--- src/hw/rtl/rpa_pkg.sv ---
package rpa_pkg;

  localparam int VAL_W     = 32;
  localparam int FRAC_W    = 16;
  localparam int CNT_W     = 32;
  localparam int TGT_W     = 8;
  localparam int SUM_W     = 48;
  localparam int IDX_W     = 2;
  localparam int TU_W      = CNT_W + 1;
  // kd products at or above 2^KD_X_W give a quotient past the 32-bit range
  localparam int KD_X_W    = 38;
  localparam int MCAND_W   = KD_X_W;
  localparam int MPLR_W    = 39;
  localparam int PROD_W    = MCAND_W + MPLR_W;
  localparam int DIV_W     = 64;
  localparam int DEN_SHIFT = 30 - FRAC_W;
  localparam int MCNT_W    = $clog2(MPLR_W + 1);
  localparam int DCNT_W    = $clog2(DIV_W + 1);

  // 4/pi in Q30
  localparam logic [MPLR_W-1:0] FOUR_OVER_PI = MPLR_W'(1367130551);

  // reciprocals: x/5 = (x * RECIP_5) >> KP_SHIFT for x below 2^32,
  // x/100 = (x * RECIP_100) >> KD_SHIFT for x below 2^KD_X_W
  localparam logic [MPLR_W-1:0] RECIP_5   = MPLR_W'(64'd3435973837);
  localparam int                KP_SHIFT  = 34;
  localparam logic [MPLR_W-1:0] RECIP_100 = MPLR_W'(64'd351843720889);
  localparam int                KD_SHIFT  = 45;

  localparam logic signed [VAL_W-1:0] VAL_MAX = {1'b0, {(VAL_W-1){1'b1}}};
  localparam logic signed [VAL_W-1:0] VAL_MIN = {1'b1, {(VAL_W-1){1'b0}}};

  localparam logic [IDX_W-1:0] REG_SET_POINT    = 2'd0;
  localparam logic [IDX_W-1:0] REG_OUT_MIN      = 2'd1;
  localparam logic [IDX_W-1:0] REG_OUT_MAX      = 2'd2;
  localparam logic [IDX_W-1:0] REG_CYCLE_TARGET = 2'd3;

  localparam logic [1:0] LANE_P = 2'd0;
  localparam logic [1:0] LANE_I = 2'd1;
  localparam logic [1:0] LANE_D = 2'd2;

  typedef enum logic [4:0] {
    S_IDLE,
    S_KU_MUL,
    S_KU_MUL_WAIT,
    S_KU_DIV,
    S_KU_DIV_WAIT,
    S_KP_MUL,
    S_KP_MUL_WAIT,
    S_KI_DIV,
    S_KI_WAIT,
    S_KD_MUL,
    S_KD_MUL_WAIT,
    S_KD_SCALE,
    S_KD_SCALE_WAIT,
    S_ACCUM,
    S_FIN_CHECK,
    S_AVG_DIV,
    S_AVG_WAIT,
    S_OUT
  } state_t;

  typedef enum logic [2:0] {
    SEL_KU,
    SEL_KP,
    SEL_KI,
    SEL_KD,
    SEL_KD_SCALE,
    SEL_AVG
  } sel_t;

  typedef struct packed {
    logic       load;
    logic       mul_go;
    logic       div_go;
    logic       wr;
    sel_t       sel;
    logic [1:0] lane;
    logic       apply_up;
    logic       finish;
    logic       out_load;
  } cmd_t;

  typedef struct packed {
    logic start_item;
    logic running;
    logic up_switch;
    logic mul_busy;
    logic div_busy;
    logic fin_due;
    logic n_zero;
    logic out_free;
  } status_t;

  // truncated quotient with sign applied, clamped to the signed value range
  function automatic logic signed [VAL_W-1:0] sat_val(input logic neg,
                                                      input logic [DIV_W-1:0] q);
    logic signed [VAL_W-1:0] r;
    if (neg) begin
      if (q > DIV_W'(VAL_MAX) + DIV_W'(1)) r = VAL_MIN;
      else r = VAL_W'(0) - q[VAL_W-1:0];
    end else begin
      if (q > DIV_W'(VAL_MAX)) r = VAL_MAX;
      else r = q[VAL_W-1:0];
    end
    return r;
  endfunction

endpackage

--- src/hw/rtl/rpa_if.sv ---
interface rpa_in_if;
  logic                                valid;
  logic                                ready;
  logic                                action;
  logic signed [rpa_pkg::VAL_W-1:0]    sample_value;
  modport source(output valid, action, sample_value, input ready);
  modport sink(input valid, action, sample_value, output ready);
endinterface

interface rpa_out_if;
  logic                                valid;
  logic                                ready;
  logic signed [rpa_pkg::VAL_W-1:0]    drive_value;
  logic                                relay_high;
  logic                                finished;
  logic signed [rpa_pkg::VAL_W-1:0]    gain_p;
  logic signed [rpa_pkg::VAL_W-1:0]    gain_i;
  logic signed [rpa_pkg::VAL_W-1:0]    gain_d;
  modport source(output valid, drive_value, relay_high, finished, gain_p, gain_i, gain_d,
                 input ready);
  modport sink(input valid, drive_value, relay_high, finished, gain_p, gain_i, gain_d,
               output ready);
endinterface

--- src/hw/rtl/rpa_ctrl.sv ---
module rpa_ctrl (
  input  logic             clk,
  input  logic             rst,
  input  logic             in_valid,
  output logic             in_ready,
  input  rpa_pkg::status_t status,
  output rpa_pkg::cmd_t    cmd
);

  rpa_pkg::state_t state, state_next;
  logic [1:0]      lane, lane_next;

  always_ff @(posedge clk) begin
    if (rst) begin
      state <= rpa_pkg::S_IDLE;
      lane  <= rpa_pkg::LANE_P;
    end else begin
      state <= state_next;
      lane  <= lane_next;
    end
  end

  always_comb begin
    state_next = state;
    lane_next  = lane;
    in_ready   = 1'b0;
    cmd        = '0;
    cmd.sel    = rpa_pkg::SEL_KU;
    cmd.lane   = lane;
    case (state)
      rpa_pkg::S_IDLE: begin
        in_ready = 1'b1;
        if (in_valid) begin
          cmd.load = 1'b1;
          if (status.start_item || !status.running) state_next = rpa_pkg::S_OUT;
          else if (status.up_switch) state_next = rpa_pkg::S_KU_MUL;
          else state_next = rpa_pkg::S_FIN_CHECK;
        end
      end
      rpa_pkg::S_KU_MUL: begin
        cmd.mul_go = 1'b1;
        state_next = rpa_pkg::S_KU_MUL_WAIT;
      end
      rpa_pkg::S_KU_MUL_WAIT: begin
        if (!status.mul_busy) state_next = rpa_pkg::S_KU_DIV;
      end
      rpa_pkg::S_KU_DIV: begin
        cmd.div_go = 1'b1;
        state_next = rpa_pkg::S_KU_DIV_WAIT;
      end
      rpa_pkg::S_KU_DIV_WAIT: begin
        if (!status.div_busy) begin
          cmd.wr     = 1'b1;
          state_next = rpa_pkg::S_KP_MUL;
        end
      end
      rpa_pkg::S_KP_MUL: begin
        cmd.sel    = rpa_pkg::SEL_KP;
        cmd.mul_go = 1'b1;
        state_next = rpa_pkg::S_KP_MUL_WAIT;
      end
      rpa_pkg::S_KP_MUL_WAIT: begin
        cmd.sel = rpa_pkg::SEL_KP;
        if (!status.mul_busy) begin
          cmd.wr     = 1'b1;
          state_next = rpa_pkg::S_KI_DIV;
        end
      end
      rpa_pkg::S_KI_DIV: begin
        cmd.sel    = rpa_pkg::SEL_KI;
        cmd.div_go = 1'b1;
        state_next = rpa_pkg::S_KI_WAIT;
      end
      rpa_pkg::S_KI_WAIT: begin
        cmd.sel = rpa_pkg::SEL_KI;
        if (!status.div_busy) begin
          cmd.wr     = 1'b1;
          state_next = rpa_pkg::S_KD_MUL;
        end
      end
      rpa_pkg::S_KD_MUL: begin
        cmd.sel    = rpa_pkg::SEL_KD;
        cmd.mul_go = 1'b1;
        state_next = rpa_pkg::S_KD_MUL_WAIT;
      end
      rpa_pkg::S_KD_MUL_WAIT: begin
        cmd.sel = rpa_pkg::SEL_KD;
        if (!status.mul_busy) state_next = rpa_pkg::S_KD_SCALE;
      end
      rpa_pkg::S_KD_SCALE: begin
        cmd.sel    = rpa_pkg::SEL_KD_SCALE;
        cmd.mul_go = 1'b1;
        state_next = rpa_pkg::S_KD_SCALE_WAIT;
      end
      rpa_pkg::S_KD_SCALE_WAIT: begin
        cmd.sel = rpa_pkg::SEL_KD_SCALE;
        if (!status.mul_busy) begin
          cmd.wr     = 1'b1;
          state_next = rpa_pkg::S_ACCUM;
        end
      end
      rpa_pkg::S_ACCUM: begin
        cmd.apply_up = 1'b1;
        state_next   = rpa_pkg::S_FIN_CHECK;
      end
      rpa_pkg::S_FIN_CHECK: begin
        lane_next = rpa_pkg::LANE_P;
        if (status.fin_due) begin
          cmd.finish = 1'b1;
          state_next = status.n_zero ? rpa_pkg::S_OUT : rpa_pkg::S_AVG_DIV;
        end else begin
          state_next = rpa_pkg::S_OUT;
        end
      end
      rpa_pkg::S_AVG_DIV: begin
        cmd.sel    = rpa_pkg::SEL_AVG;
        cmd.div_go = 1'b1;
        state_next = rpa_pkg::S_AVG_WAIT;
      end
      rpa_pkg::S_AVG_WAIT: begin
        cmd.sel = rpa_pkg::SEL_AVG;
        if (!status.div_busy) begin
          cmd.wr = 1'b1;
          if (lane == rpa_pkg::LANE_D) begin
            state_next = rpa_pkg::S_OUT;
          end else begin
            lane_next  = lane + 2'd1;
            state_next = rpa_pkg::S_AVG_DIV;
          end
        end
      end
      rpa_pkg::S_OUT: begin
        if (status.out_free) begin
          cmd.out_load = 1'b1;
          state_next   = rpa_pkg::S_IDLE;
        end
      end
      default: state_next = rpa_pkg::S_IDLE;
    endcase
  end

endmodule

--- src/hw/rtl/rpa_datapath.sv ---
module rpa_datapath (
  input  logic                               clk,
  input  logic                               rst,
  input  logic                               cfg_we,
  input  logic [rpa_pkg::IDX_W-1:0]          cfg_index,
  input  logic [rpa_pkg::VAL_W-1:0]          cfg_data,
  input  logic                               in_action,
  input  logic signed [rpa_pkg::VAL_W-1:0]   in_sample,
  input  rpa_pkg::cmd_t                      cmd,
  output rpa_pkg::status_t                   status,
  input  logic                               out_ready,
  output logic                               out_valid,
  output logic signed [rpa_pkg::VAL_W-1:0]   out_drive,
  output logic                               out_relay,
  output logic                               out_finished,
  output logic signed [rpa_pkg::VAL_W-1:0]   out_gain_p,
  output logic signed [rpa_pkg::VAL_W-1:0]   out_gain_i,
  output logic signed [rpa_pkg::VAL_W-1:0]   out_gain_d
);

  localparam int VW = rpa_pkg::VAL_W;
  localparam int SW = rpa_pkg::SUM_W;
  localparam int DW = rpa_pkg::DIV_W;
  localparam int PW = rpa_pkg::PROD_W;
  localparam int CW = rpa_pkg::CNT_W;
  localparam int TW = rpa_pkg::TGT_W;

  // configuration
  logic signed [VW-1:0] set_point, out_min, out_max;
  logic [TW-1:0]        cycle_target;

  // tuning state
  logic                 relay_state, running;
  logic [TW-1:0]        cycle_count;
  logic signed [VW-1:0] peak_high, peak_low;
  logic [CW-1:0]        half_count, high_dur, low_dur;
  logic signed [SW-1:0] sum_acc [3];
  logic signed [VW-1:0] gain_p, gain_i, gain_d, ku;

  // shift-add multiplier
  logic [PW-1:0]                    m_acc, m_cand;
  logic [rpa_pkg::MPLR_W-1:0]       m_plr;
  logic [rpa_pkg::MCNT_W-1:0]       m_cnt;
  logic                             m_busy;

  // restoring divider
  logic [DW-1:0]                    d_rem, d_quo, d_den;
  logic [rpa_pkg::DCNT_W-1:0]       d_cnt;
  logic                             d_busy;
  logic [DW:0]                      d_trial;
  logic                             d_ge;

  logic signed [VW:0]          diff, amp;
  logic [VW:0]                 diff_mag, amp_mag;
  logic [rpa_pkg::TU_W-1:0]    tu;
  logic [VW-1:0]               kp_mag, ku_mag;
  logic [rpa_pkg::MCAND_W-1:0] kp33;
  logic [TW-1:0]               avg_n;
  logic signed [SW-1:0]        lane_sum;
  logic [SW-1:0]               lane_mag;

  logic [DW-1:0]                    div_num, div_den;
  logic                             div_neg;
  logic [rpa_pkg::MCAND_W-1:0]      mul_cand;
  logic [rpa_pkg::MPLR_W-1:0]       mul_plr;
  logic signed [VW-1:0]             q_sat;
  logic [DW-1:0]                    rec_quo;
  logic                             kd_big;

  logic [CW-1:0]        half_inc;
  logic signed [VW-1:0] peak_high_new, peak_low_new;
  logic                 sw_down, sw_up;

  assign diff     = {out_max[VW-1], out_max} - {out_min[VW-1], out_min};
  assign amp      = {peak_high[VW-1], peak_high} - {peak_low[VW-1], peak_low};
  assign diff_mag = diff[VW] ? (VW+1)'(0) - diff : diff;
  assign amp_mag  = amp[VW] ? (VW+1)'(0) - amp : amp;
  assign tu       = {1'b0, high_dur} + {1'b0, low_dur};
  assign kp_mag   = gain_p[VW-1] ? VW'(0) - gain_p : gain_p;
  assign ku_mag   = ku[VW-1] ? VW'(0) - ku : ku;
  assign kp33     = rpa_pkg::MCAND_W'({kp_mag, 5'b0}) + rpa_pkg::MCAND_W'(kp_mag);
  assign avg_n    = (cycle_count >= TW'(2)) ? cycle_count - TW'(2) : TW'(0);

  always_comb begin
    case (cmd.lane)
      rpa_pkg::LANE_P: lane_sum = sum_acc[0];
      rpa_pkg::LANE_I: lane_sum = sum_acc[1];
      default:         lane_sum = sum_acc[2];
    endcase
  end
  assign lane_mag = lane_sum[SW-1] ? SW'(0) - lane_sum : lane_sum;

  // operand selection for the shared units
  always_comb begin
    mul_cand = rpa_pkg::MCAND_W'(diff_mag);
    mul_plr  = rpa_pkg::FOUR_OVER_PI;
    div_num  = m_acc[DW-1:0];
    div_den  = DW'({amp_mag, {rpa_pkg::DEN_SHIFT{1'b0}}});
    div_neg  = diff[VW] ^ amp[VW];
    case (cmd.sel)
      rpa_pkg::SEL_KU: ;
      rpa_pkg::SEL_KP: begin
        mul_cand = rpa_pkg::MCAND_W'(ku_mag);
        mul_plr  = rpa_pkg::RECIP_5;
      end
      rpa_pkg::SEL_KI: begin
        div_num = DW'({kp_mag, 1'b0});
        div_den = DW'(tu);
        div_neg = gain_p[VW-1];
      end
      rpa_pkg::SEL_KD: begin
        mul_cand = kp33;
        mul_plr  = rpa_pkg::MPLR_W'(tu);
      end
      rpa_pkg::SEL_KD_SCALE: begin
        mul_cand = m_acc[rpa_pkg::MCAND_W-1:0];
        mul_plr  = rpa_pkg::RECIP_100;
      end
      rpa_pkg::SEL_AVG: begin
        div_num = DW'(lane_mag);
        div_den = DW'(avg_n);
        div_neg = lane_sum[SW-1];
      end
      default: ;
    endcase
  end

  always_comb begin
    if (div_den == '0) begin
      if (div_num == '0) q_sat = '0;
      else q_sat = div_neg ? rpa_pkg::VAL_MIN : rpa_pkg::VAL_MAX;
    end else begin
      q_sat = rpa_pkg::sat_val(div_neg, d_quo);
    end
  end

  // quotient by a constant from the reciprocal product
  assign rec_quo = (cmd.sel == rpa_pkg::SEL_KP) ? DW'(m_acc >> rpa_pkg::KP_SHIFT)
                                                 : DW'(m_acc >> rpa_pkg::KD_SHIFT);

  // sample step
  assign half_inc      = (half_count == '1) ? half_count : half_count + CW'(1);
  assign peak_high_new = (in_sample > peak_high) ? in_sample : peak_high;
  assign peak_low_new  = (in_sample < peak_low) ? in_sample : peak_low;
  assign sw_down       = relay_state && (in_sample > set_point);
  assign sw_up         = !relay_state && (in_sample < set_point);

  assign d_trial = {d_rem, d_quo[DW-1]};
  assign d_ge    = (d_trial >= {1'b0, d_den});

  assign status.start_item = !in_action;
  assign status.running    = running;
  assign status.up_switch  = sw_up;
  assign status.mul_busy   = m_busy;
  assign status.div_busy   = d_busy;
  assign status.fin_due    = (cycle_count >= cycle_target);
  assign status.n_zero     = (avg_n == '0);
  assign status.out_free   = !out_valid || out_ready;

  always_ff @(posedge clk) begin
    logic signed [SW:0] s;
    if (rst) begin
      set_point    <= '0;
      out_min      <= '0;
      out_max      <= VW'(1) <<< rpa_pkg::FRAC_W;
      cycle_target <= TW'(5);
      relay_state  <= 1'b0;
      running      <= 1'b0;
      cycle_count  <= '0;
      peak_high    <= rpa_pkg::VAL_MIN;
      peak_low     <= rpa_pkg::VAL_MAX;
      half_count   <= '0;
      high_dur     <= '0;
      low_dur      <= '0;
      for (int i = 0; i < 3; i++) sum_acc[i] <= '0;
      gain_p       <= '0;
      gain_i       <= '0;
      gain_d       <= '0;
      m_busy       <= 1'b0;
      d_busy       <= 1'b0;
      out_valid    <= 1'b0;
    end else begin
      if (cfg_we) begin
        case (cfg_index)
          rpa_pkg::REG_SET_POINT:    set_point    <= cfg_data;
          rpa_pkg::REG_OUT_MIN:      out_min      <= cfg_data;
          rpa_pkg::REG_OUT_MAX:      out_max      <= cfg_data;
          rpa_pkg::REG_CYCLE_TARGET: cycle_target <= cfg_data[TW-1:0];
          default: ;
        endcase
      end

      if (cmd.load) begin
        if (!in_action) begin
          cycle_count <= '0;
          relay_state <= 1'b1;
          running     <= 1'b1;
          half_count  <= '0;
          high_dur    <= '0;
          low_dur     <= '0;
          peak_high   <= rpa_pkg::VAL_MIN;
          peak_low    <= rpa_pkg::VAL_MAX;
          for (int i = 0; i < 3; i++) sum_acc[i] <= '0;
        end else if (running) begin
          peak_low <= peak_low_new;
          if (sw_down) begin
            relay_state <= 1'b0;
            high_dur    <= half_inc;
            half_count  <= '0;
            peak_high   <= set_point;
          end else if (sw_up) begin
            relay_state <= 1'b1;
            low_dur     <= half_inc;
            half_count  <= '0;
            peak_high   <= peak_high_new;
          end else begin
            half_count <= half_inc;
            peak_high  <= peak_high_new;
          end
        end
      end

      if (cmd.wr) begin
        case (cmd.sel)
          rpa_pkg::SEL_KU: ku     <= q_sat;
          rpa_pkg::SEL_KP: gain_p <= rpa_pkg::sat_val(ku[VW-1], rec_quo);
          rpa_pkg::SEL_KI: gain_i <= q_sat;
          rpa_pkg::SEL_KD_SCALE: begin
            if (kd_big) gain_d <= gain_p[VW-1] ? rpa_pkg::VAL_MIN : rpa_pkg::VAL_MAX;
            else gain_d <= rpa_pkg::sat_val(gain_p[VW-1], rec_quo);
          end
          rpa_pkg::SEL_AVG: begin
            case (cmd.lane)
              rpa_pkg::LANE_P: gain_p <= q_sat;
              rpa_pkg::LANE_I: gain_i <= q_sat;
              default:         gain_d <= q_sat;
            endcase
          end
          default: ;
        endcase
      end

      if (cmd.apply_up) begin
        if (cycle_count >= TW'(2)) begin
          for (int i = 0; i < 3; i++) begin
            s = {sum_acc[i][SW-1], sum_acc[i]}
              + (SW+1)'(i == 0 ? gain_p : (i == 1 ? gain_i : gain_d));
            if (s[SW] != s[SW-1]) sum_acc[i] <= {s[SW], {(SW-1){~s[SW]}}};
            else sum_acc[i] <= s[SW-1:0];
          end
        end
        peak_low <= set_point;
        if (cycle_count != '1) cycle_count <= cycle_count + TW'(1);
      end

      if (cmd.finish) begin
        running     <= 1'b0;
        relay_state <= 1'b0;
        if (avg_n == '0) begin
          gain_p <= '0;
          gain_i <= '0;
          gain_d <= '0;
        end
      end

      if (cmd.mul_go) begin
        // kd product too large for the reciprocal step saturates gain_d
        if (cmd.sel == rpa_pkg::SEL_KD_SCALE)
          kd_big <= (m_acc[PW-1:rpa_pkg::KD_X_W] != '0);
        m_acc  <= '0;
        m_cand <= PW'(mul_cand);
        m_plr  <= mul_plr;
        m_cnt  <= rpa_pkg::MCNT_W'(rpa_pkg::MPLR_W);
        m_busy <= 1'b1;
      end else if (m_busy) begin
        if (m_plr[0]) m_acc <= m_acc + m_cand;
        m_cand <= m_cand << 1;
        m_plr  <= m_plr >> 1;
        m_cnt  <= m_cnt - rpa_pkg::MCNT_W'(1);
        if (m_cnt == rpa_pkg::MCNT_W'(1)) m_busy <= 1'b0;
      end

      if (cmd.div_go) begin
        d_rem  <= '0;
        d_quo  <= div_num;
        d_den  <= div_den;
        d_cnt  <= rpa_pkg::DCNT_W'(DW);
        d_busy <= 1'b1;
      end else if (d_busy) begin
        d_rem  <= d_ge ? DW'(d_trial - {1'b0, d_den}) : d_trial[DW-1:0];
        d_quo  <= {d_quo[DW-2:0], d_ge};
        d_cnt  <= d_cnt - rpa_pkg::DCNT_W'(1);
        if (d_cnt == rpa_pkg::DCNT_W'(1)) d_busy <= 1'b0;
      end

      if (cmd.out_load) out_valid <= 1'b1;
      else if (out_ready) out_valid <= 1'b0;
    end
  end

  // result register, payload needs no reset
  always_ff @(posedge clk) begin
    if (cmd.out_load) begin
      out_drive    <= relay_state ? out_max : out_min;
      out_relay    <= relay_state;
      out_finished <= (cycle_count >= cycle_target);
      out_gain_p   <= gain_p;
      out_gain_i   <= gain_i;
      out_gain_d   <= gain_d;
    end
  end

endmodule

--- src/hw/rtl/relay_pid_autotuner.sv ---
// channel   dir  payload                                        handshake
// samples   in   action, sample_value                           valid/ready
// results   out  drive_value, relay_high, finished, gain_p/i/d  valid/ready
// cfg       in   cfg_index, cfg_data                            cfg_we, no wait
//
// one item at a time; a sample without a relay switch passes the finish check, then
// output, a start goes straight to output; an upward switch adds four 39-step
// shift-add multiplies (the divides by 5 and 100 are reciprocal multiplies) and two
// 64-step divides; finishing adds three more divides if avg_n is nonzero
// the result sits in an output register, so a stalled result only holds the next one
// rst is synchronous, active high; it restores the register defaults and tuning state
module relay_pid_autotuner (
  input  logic                        clk,
  input  logic                        rst,
  rpa_in_if.sink                      samples,
  rpa_out_if.source                   results,
  input  logic                        cfg_we,
  input  logic [rpa_pkg::IDX_W-1:0]   cfg_index,
  input  logic [rpa_pkg::VAL_W-1:0]   cfg_data
);

  rpa_pkg::cmd_t    cmd;
  rpa_pkg::status_t status;

  rpa_ctrl u_ctrl (
    .clk      (clk),
    .rst      (rst),
    .in_valid (samples.valid),
    .in_ready (samples.ready),
    .status   (status),
    .cmd      (cmd)
  );

  rpa_datapath u_datapath (
    .clk          (clk),
    .rst          (rst),
    .cfg_we       (cfg_we),
    .cfg_index    (cfg_index),
    .cfg_data     (cfg_data),
    .in_action    (samples.action),
    .in_sample    (samples.sample_value),
    .cmd          (cmd),
    .status       (status),
    .out_ready    (results.ready),
    .out_valid    (results.valid),
    .out_drive    (results.drive_value),
    .out_relay    (results.relay_high),
    .out_finished (results.finished),
    .out_gain_p   (results.gain_p),
    .out_gain_i   (results.gain_i),
    .out_gain_d   (results.gain_d)
  );

endmodule

--- src/flat_wrapper.sv ---
// flat-port wrapper written by rule: the top's interface ports become plain ports
module relay_pid_autotuner_flat 
  (clk, rst, cfg_we, cfg_index, cfg_data, samples_valid, samples_action, samples_sample_value, samples_ready, results_valid, results_drive_value, results_relay_high, results_finished, results_gain_p, results_gain_i, results_gain_d, results_ready);
  rpa_in_if samples_i ();
  rpa_out_if results_i ();
  input  logic clk;
  input  logic rst;
  input  logic cfg_we;
  input  logic [rpa_pkg::IDX_W-1:0] cfg_index;
  input  logic [rpa_pkg::VAL_W-1:0] cfg_data;
  input wire logic [$bits(samples_i.valid)-1:0] samples_valid;
  input wire logic [$bits(samples_i.action)-1:0] samples_action;
  input wire logic [$bits(samples_i.sample_value)-1:0] samples_sample_value;
  output wire logic [$bits(samples_i.ready)-1:0] samples_ready;
  output wire logic [$bits(results_i.valid)-1:0] results_valid;
  output wire logic [$bits(results_i.drive_value)-1:0] results_drive_value;
  output wire logic [$bits(results_i.relay_high)-1:0] results_relay_high;
  output wire logic [$bits(results_i.finished)-1:0] results_finished;
  output wire logic [$bits(results_i.gain_p)-1:0] results_gain_p;
  output wire logic [$bits(results_i.gain_i)-1:0] results_gain_i;
  output wire logic [$bits(results_i.gain_d)-1:0] results_gain_d;
  input wire logic [$bits(results_i.ready)-1:0] results_ready;
  assign samples_i.valid = samples_valid;
  assign samples_i.action = samples_action;
  assign samples_i.sample_value = samples_sample_value;
  assign samples_ready = samples_i.ready;
  assign results_valid = results_i.valid;
  assign results_drive_value = results_i.drive_value;
  assign results_relay_high = results_i.relay_high;
  assign results_finished = results_i.finished;
  assign results_gain_p = results_i.gain_p;
  assign results_gain_i = results_i.gain_i;
  assign results_gain_d = results_i.gain_d;
  assign results_i.ready = results_ready;
  relay_pid_autotuner u_core (.clk(clk), .rst(rst), .samples(samples_i), .results(results_i), .cfg_we(cfg_we), .cfg_index(cfg_index), .cfg_data(cfg_data));
endmodule
--- config.mk ---
export PLATFORM = sky130hd
export DESIGN_NAME = relay_pid_autotuner_flat
export DESIGN_NICKNAME = d
export VERILOG_FILES = /design/src/hw/rtl/rpa_pkg.sv /design/src/hw/rtl/rpa_if.sv /design/src/hw/rtl/rpa_ctrl.sv /design/src/hw/rtl/rpa_datapath.sv /design/src/hw/rtl/relay_pid_autotuner.sv /design/src/flat_wrapper.sv
export SDC_FILE = /design/constraint.sdc
export NUM_CORES = 2
export LEC_CHECK = 0
export BUFFER_PORTS_ARGS = -buffer_cell sky130_fd_sc_hd__buf_2
export CAP_MARGIN = 5
export CORE_MARGIN = 5
export CORE_UTILIZATION = 53
export DETAILED_ROUTE_END_ITERATION = 16
export GPL_TIMING_DRIVEN = 0
export HOLD_SLACK_MARGIN = 0.05
export PLACE_DENSITY = 0.69
export SYNTH_ARGS = -nofsm -noshare
export SYNTH_HDL_FRONTEND = slang
export SYNTH_SLANG_ARGS = --single-unit
--- constraint.sdc ---
create_clock -name clk -period 23.9 [get_ports clk]
set_clock_uncertainty 0.2 [all_clocks]
set_input_delay 2.39 -clock clk [delete_from_list [all_inputs] [get_ports clk]]
set_output_delay 2.39 -clock clk [all_outputs]
set_load 0.01 [all_outputs]
* Word-level counts from Yosys, hierarchy flattened
Memories as Yosys holds them, arrays and structs flattened.
Index checks and enable logic that the tools add are counted.
** Operators by class
- Add/subtract/negate cells :: 22
- Order comparisons :: 11
- Equal/unequal tests :: 52
- Mux-type cells :: 167
- Bitwise operators :: 15
- Reduce and logical (&&, ||, !) cells :: 52
** Operator list (number)
- 32-bit 2-to-1 mux :: 48
- 48-bit 2-to-1 mux :: 10
- 64-bit 2-to-1 mux :: 4
- 77-bit 2-to-1 mux :: 3
- 32-bit case mux with 2 select lines :: 3
- 48-bit by 32-bit adder with 49-bit output :: 3
- 64-bit logical NOT :: 2
- 64-bit case mux with 2 select lines :: 1
- 1-bit by 32-bit subtractor with 32-bit output, first input constant :: 4
- 39-bit case mux with 3 select lines :: 1
- 38-bit case mux with 3 select lines :: 1
- 48-bit case mux with 2 select lines :: 1
- 47-bit case mux with 2 select lines :: 1
- 5-bit case mux with 18 select lines :: 1
- 39-bit 2-to-1 mux :: 2
- 77-bit adder :: 1
- 33-bit 2-to-1 mux :: 2
- 1-bit by 33-bit subtractor with 33-bit output, first input constant :: 2
- 32-bit by 32-bit subtractor with 33-bit output :: 2
- 65-bit by 64-bit greater-or-equal comparator with 1-bit output :: 1
- 5-bit 2-to-1 mux :: 13
- 32-bit greater-than comparator :: 2
- 64-bit by 31-bit greater-than comparator with 1-bit output, second input constant :: 1
- 64-bit by 32-bit greater-than comparator with 1-bit output, second input constant :: 1
- other kinds (63) :: 209
** Word-level totals
- Register bits :: 941
- Bits in writable memories :: 144
- Output and inout port bits :: 132
- Word-level logic and storage cells :: 357
- Memories :: 1
** Memory list
- u_core.u_datapath.sum_acc :: words 3, width 48, read ports 3, clocked after memory_dff 0, wr ports 3, RTL line rpa_datapath.sv:37 : logic signed [SW-1:0] sum_acc [3];

* Longest topological paths before layout
- Depth in word-level cells :: 13
- Gate-level depth with buffers :: 24

* Cells and area by module
From an unflattened synthesis, not the netlist that was laid out.
** Second synthesis, totals
- Cell total of the unflattened synthesis :: 8871
- Area, all modules :: 76354.5 sq um
** By module, submodules not included
- rpa_datapath :: instances 1, cells an instance 8766, area an instance 75607.5 sq um, sequential area each 28127.0 sq um
- rpa_ctrl :: instances 1, cells an instance 105, area an instance 747.0 sq um, sequential area each 140.1 sq um

* Worst setup path before layout
No wires, ideal clock.
- Path kind :: input-to-reg
- From :: input rst
- To :: register u_core.u_datapath.m_acc[0] (enable)
- Library setup time :: 441 ps
- Arrival :: 10167 ps
- Data required time :: 23259 ps
- Slack :: 13092 ps
- Cell stages on the path :: 5
- Buffers on the path :: 3
- Path through :: clkbuf_1 -> clkbuf_1 -> clkbuf_1 -> nor2_1 -> o21a_1
** Between the ends
- Cells in the longest elaborated chain, start to end :: 2
** RTL lines
- start: declaration :: RTL line flat_wrapper.sv:7 : input logic rst;
- 1-bit NOT (no line)
- 3-bit AND reduction (no line)
- end signal: assignment :: RTL line rpa_datapath.sv:276 : if (m_plr[0]) m_acc <= m_acc + m_cand;
- end: declaration :: RTL line rpa_datapath.sv:41 : logic [PW-1:0] m_acc, m_cand;
Every way passes these cells.
A chain may end at the register's enable or synchronous reset.

* Worst setup path after layout
- From :: register u_core.u_ctrl.lane[0]
- To :: register u_core.u_datapath.gain_i[20]
** Between the ends
- Cells in the longest elaborated chain, start to end :: 13
- Elaborated cells on any way between the ends :: 17
- Classes of those cells :: add/sub: 1; eq/ne: 1; mux: 13; reduce/logical: 2
** RTL lines
- start: declaration :: RTL line rpa_ctrl.sv:11 : logic [1:0] lane, lane_next;
- start signal: assignment :: RTL line rpa_ctrl.sv:16 : lane <= rpa_pkg::LANE_P;
- start signal: assignment :: RTL line rpa_ctrl.sv:19 : lane <= lane_next;
- 2-bit by 1-bit == test with 1-bit output or 2-bit logical NOT (tied branches) :: RTL line rpa_datapath.sv:85, rpa_datapath.sv:233
- 48-bit case mux with 2 select lines :: RTL line rpa_datapath.sv:85 : case (cmd.lane)
- 1-bit by 48-bit subtractor with 48-bit output :: RTL line rpa_datapath.sv:91 : assign lane_mag = lane_sum[SW-1] ? SW'(0) - lane_sum : lane_sum;
- 48-bit 2-to-1 mux :: RTL line rpa_datapath.sv:91
- 64-bit case mux with 2 select lines :: RTL line rpa_datapath.sv:100 : case (cmd.sel)
- 64-bit logical NOT :: RTL line rpa_datapath.sv:130 : if (div_num == '0) q_sat = '0;
- 32-bit 2-to-1 mux :: RTL line rpa_datapath.sv:130
- 32-bit 2-to-1 mux :: RTL line rpa_datapath.sv:129 : if (div_den == '0) begin
- 32-bit 2-to-1 mux :: RTL line rpa_datapath.sv:233 : case (cmd.lane)
- 32-bit case mux with 2 select lines (*) :: RTL line rpa_datapath.sv:224 : case (cmd.sel)
- 32-bit 2-to-1 mux (*) :: RTL line rpa_datapath.sv:223 : if (cmd.wr) begin
- 32-bit 2-to-1 mux :: RTL line rpa_datapath.sv:259 : if (avg_n == '0) begin
- 32-bit 2-to-1 mux (*) :: RTL line rpa_datapath.sv:256 : if (cmd.finish) begin
- end signal: assignment :: RTL line rpa_datapath.sv:227 : rpa_pkg::SEL_KI: gain_i <= q_sat;
- end signal: assignment :: RTL line rpa_datapath.sv:235 : rpa_pkg::LANE_I: gain_i <= q_sat;
- end: declaration :: RTL line rpa_datapath.sv:38 : logic signed [VW-1:0] gain_p, gain_i, gain_d, ku;
Every way passes the cells marked *; elsewhere a longest branch is shown, timed or not.

==> out/metrics.csv <==
metric,value,unit
dp_hpwl,242500,um
vias_per_cell,6.626,
netlist_top_cells_count,"nand2_1, a21oi_1, nor2_1",
fin_area,82970,sq um
async_reset_ff_share,0,%
start_util,53.40,%
die_h,385.0,um
cts_tree,yes,
fin_crit,9.500,ns
area_delta_synth_final,11.35,%
slew_violations,5,
multiInputGateArea,43390,sq um
clock.fmax,0.1053,GHz
fp.dieW,385.0,um
end_kind,flop,
hold_depth,2,
dr.pass1.iters,11,
finalWirelength,307700,um
grt_pass1_vias,66793,
rsz0062_at_grt,no,
ctsResizeCount,0,
placementRows,137,
cts.clk_slew.worst_paths,0.06,ns
critPathMostFrequentCell,clkbuf_1,
power,8.668,mW
cpPeakStageDelay,0.75,ns
setup_violations,0,
worst_pin_slew,1.504,ns
grt_pass1_wl,442600,um
crit_required,24.34,ns
grtUsageTotal,39.97,%
numCtsBuffers,131,
path_max_fanout,10,
numClockSinks,1068,
synthCells,8584,
grt_antenna_before_repair,23,
ir_drop,0.06914,mV
pin_count,204,
place_ws,14.90,ns
final_nets,9543,
cp_cell_sequence,inv_1 > ha_1 > clkbuf_1 > clkbuf_1 > a22o_1 > or2_2 > clkbuf_1 > clkbuf_1 > clkbuf_1 > clkbuf_1 > o21ai_0 > a22oi_1 > nand2_1 > nor3_1 > nand4_1 > nor4_1 > nor4bb_1 > nor2_1 > o21ai_2 > clkbuf_1 > o21ai_0,
synthFlopType,edfxtp_1,
io_buffers,201,
core_area,139500,sq um
worstPathArrival,9.94,ns
drive_gt1_share,6.217,%
hold_violations,0,
critPathLaunchType,flop,
synth-seq-cells,1068,
p_leak,32.90,nW
setup_tns,0,ns
timing.final.crit_share,39.75,%
dpl_cell_area,78420,sq um
yosys.area.top_type_share,27.73,%
violations,"max-capacitance violations, max-slew violations",
final-seq-area,28270,sq um
synth_fp_nets,9178,
clock_latency,0.80,ns
yosys.area.top_type,edfxtp_1,
fillers,12526,
syn-cell-area,74510,sq um
synth.area.top_cells,"edfxtp_1, dfxtp_1, ha_1, a21oi_1, nand2_1",
relSlewSlack,-0.2409,%
avgRoutedWirePerCell,28.10,um
h-tree-depth,4,
worst-setup-path-type,flop to flop,
crit_slowest_cell,nor3_1,
clockRootBuffer,clkbuf_16,
postCtsSetupBuffers,0,
drc_errors,0,
setup_ws,14.40,ns
ant_nets,0,
grt_max_degree,48,
yosysMostFrequentCell,nand2_1,
hold_buffers,0,
ys_seq_area_share,37.94,%
syn_avg_cell_area,8.680,sq um
yosys_warnings,0,
fp.dieArea,148200,sq um
synth_cell_types,103,
overflow,0,
clockBufferDepth,3,
powerDensity,104.5,nW/um^2
final_core_util,59.46,%
gp_congestion,1.056,
synth_edf_count,688,
vias,72552,
r2r_cells,21,
status,finished with violations,
drtIter0Drc,8740,
maxCapViolations,2,
hold_path_class,flop to flop,
[kinds of logic after synthesis]
family	after synthesis	share of synthesized area, %
simple gates	2792	17.61
compound gates	2779	23.90
flops	1068	37.94
buf+inv	777	3.949
xor+xnor	560	6.582
fa+ha+maj	522	8.856
mux	86	1.169
[report_power, final]
part | internal (mW) | total (mW) | switching [mW]
registers | 2.37 | 2.63 | 0.256
logic | 1.15 | 3.94 | 2.79
clock network | 1.21 | 2.10 | 0.892
total | 4.73 | 8.67 | 3.94
[layout by cell type (no fill, tap or decap), drive strengths merged, types with 99 or more instances in the layout]
master / synthesis / final
nand2: 954 / 954
a21oi: 840 / 840
nor2: 729 / 729
edfxtp: 688 / 688
o21ai: 645 / 645
clkbuf: 388 / 548
ha: 513 / 513
dfxtp: 380 / 380
inv: 339 / 350
xnor2: 342 / 342
buf: 49 / 278
a21o: 258 / 258
xor2: 218 / 218
nand3: 185 / 185
nor3: 151 / 151
and2: 104 / 104
nand4: 100 / 100
a22o: 99 / 99
[sequential cells by signal (all words and copies together) (netlist names), 39 cells and up]
register,flops
u_core.u_datapath.m_plr,39
u_core.u_datapath.d_rem,64
u_core.u_datapath.m_cand,77
u_core.u_datapath.d_quo,64
u_core.u_datapath.m_acc,77
u_core.u_datapath.sum_acc,144
u_core.u_datapath.d_den,47
[stage by stage]
stage	instances	hold slack [ns]
floorplan	8584	0.2348
global placement	10661	0.2427
detailed placement	10690	0.2476
CTS	10930	0.2558
global route	10932	0.2756
finish	10950	0.2557
[path summary, 6_finish.rpt]
kind / start / end / slack (ns)
min reg2reg: u_core.u_datapath.out_min[19]$_SDFFE_PP0P_ / u_core.u_datapath.out_min[19]$_SDFFE_PP0P_ / 0.26
max reg2reg: u_core.u_ctrl.lane[0]$_SDFFE_PP0P_ / u_core.u_datapath.gain_i[20]$_SDFF_PP0_ / 14.40
min: u_core.u_datapath.out_min[19]$_SDFFE_PP0P_ / u_core.u_datapath.out_min[19]$_SDFFE_PP0P_ / 0.26
max: u_core.u_ctrl.lane[0]$_SDFFE_PP0P_ / u_core.u_datapath.gain_i[20]$_SDFF_PP0_ / 14.40
[metal layers]
metal	vias up	share of wire [%]	track usage (%)	wire [um]
met5	-	0.012	0	38
met4	6	7.7	25.91	23840
met3	993	11	8.389	33140
met2	4366	42	59.46	129000
met1	34753	40	52.81	121600
li1	32434	-	-	-
[critical path, delay by kind of cell (launching register included)]
kind,cells,cell delay (ns)
buffers and inverters,8,4.00
and+or+nand+nor,7,2.57
AOI/OAI and AO/OA,5,1.72
adders and majority gates,1,0.50
DFF,1,0.33
[cell type report]
class / instances / area share (%)
diodes: 18 / 0.05429
repair buffers: 232 / 1.793
flip-flops and latches: 1068 / 34.07
multi-input cells: 6739 / 52.29
plain buffers: 437 / 2.009
well taps: 1876 / 2.829
clock inverters: 82 / 1.119
inverters: 340 / 1.538
clock buffers: 158 / 4.298
(Power assumes the default switching activity.)
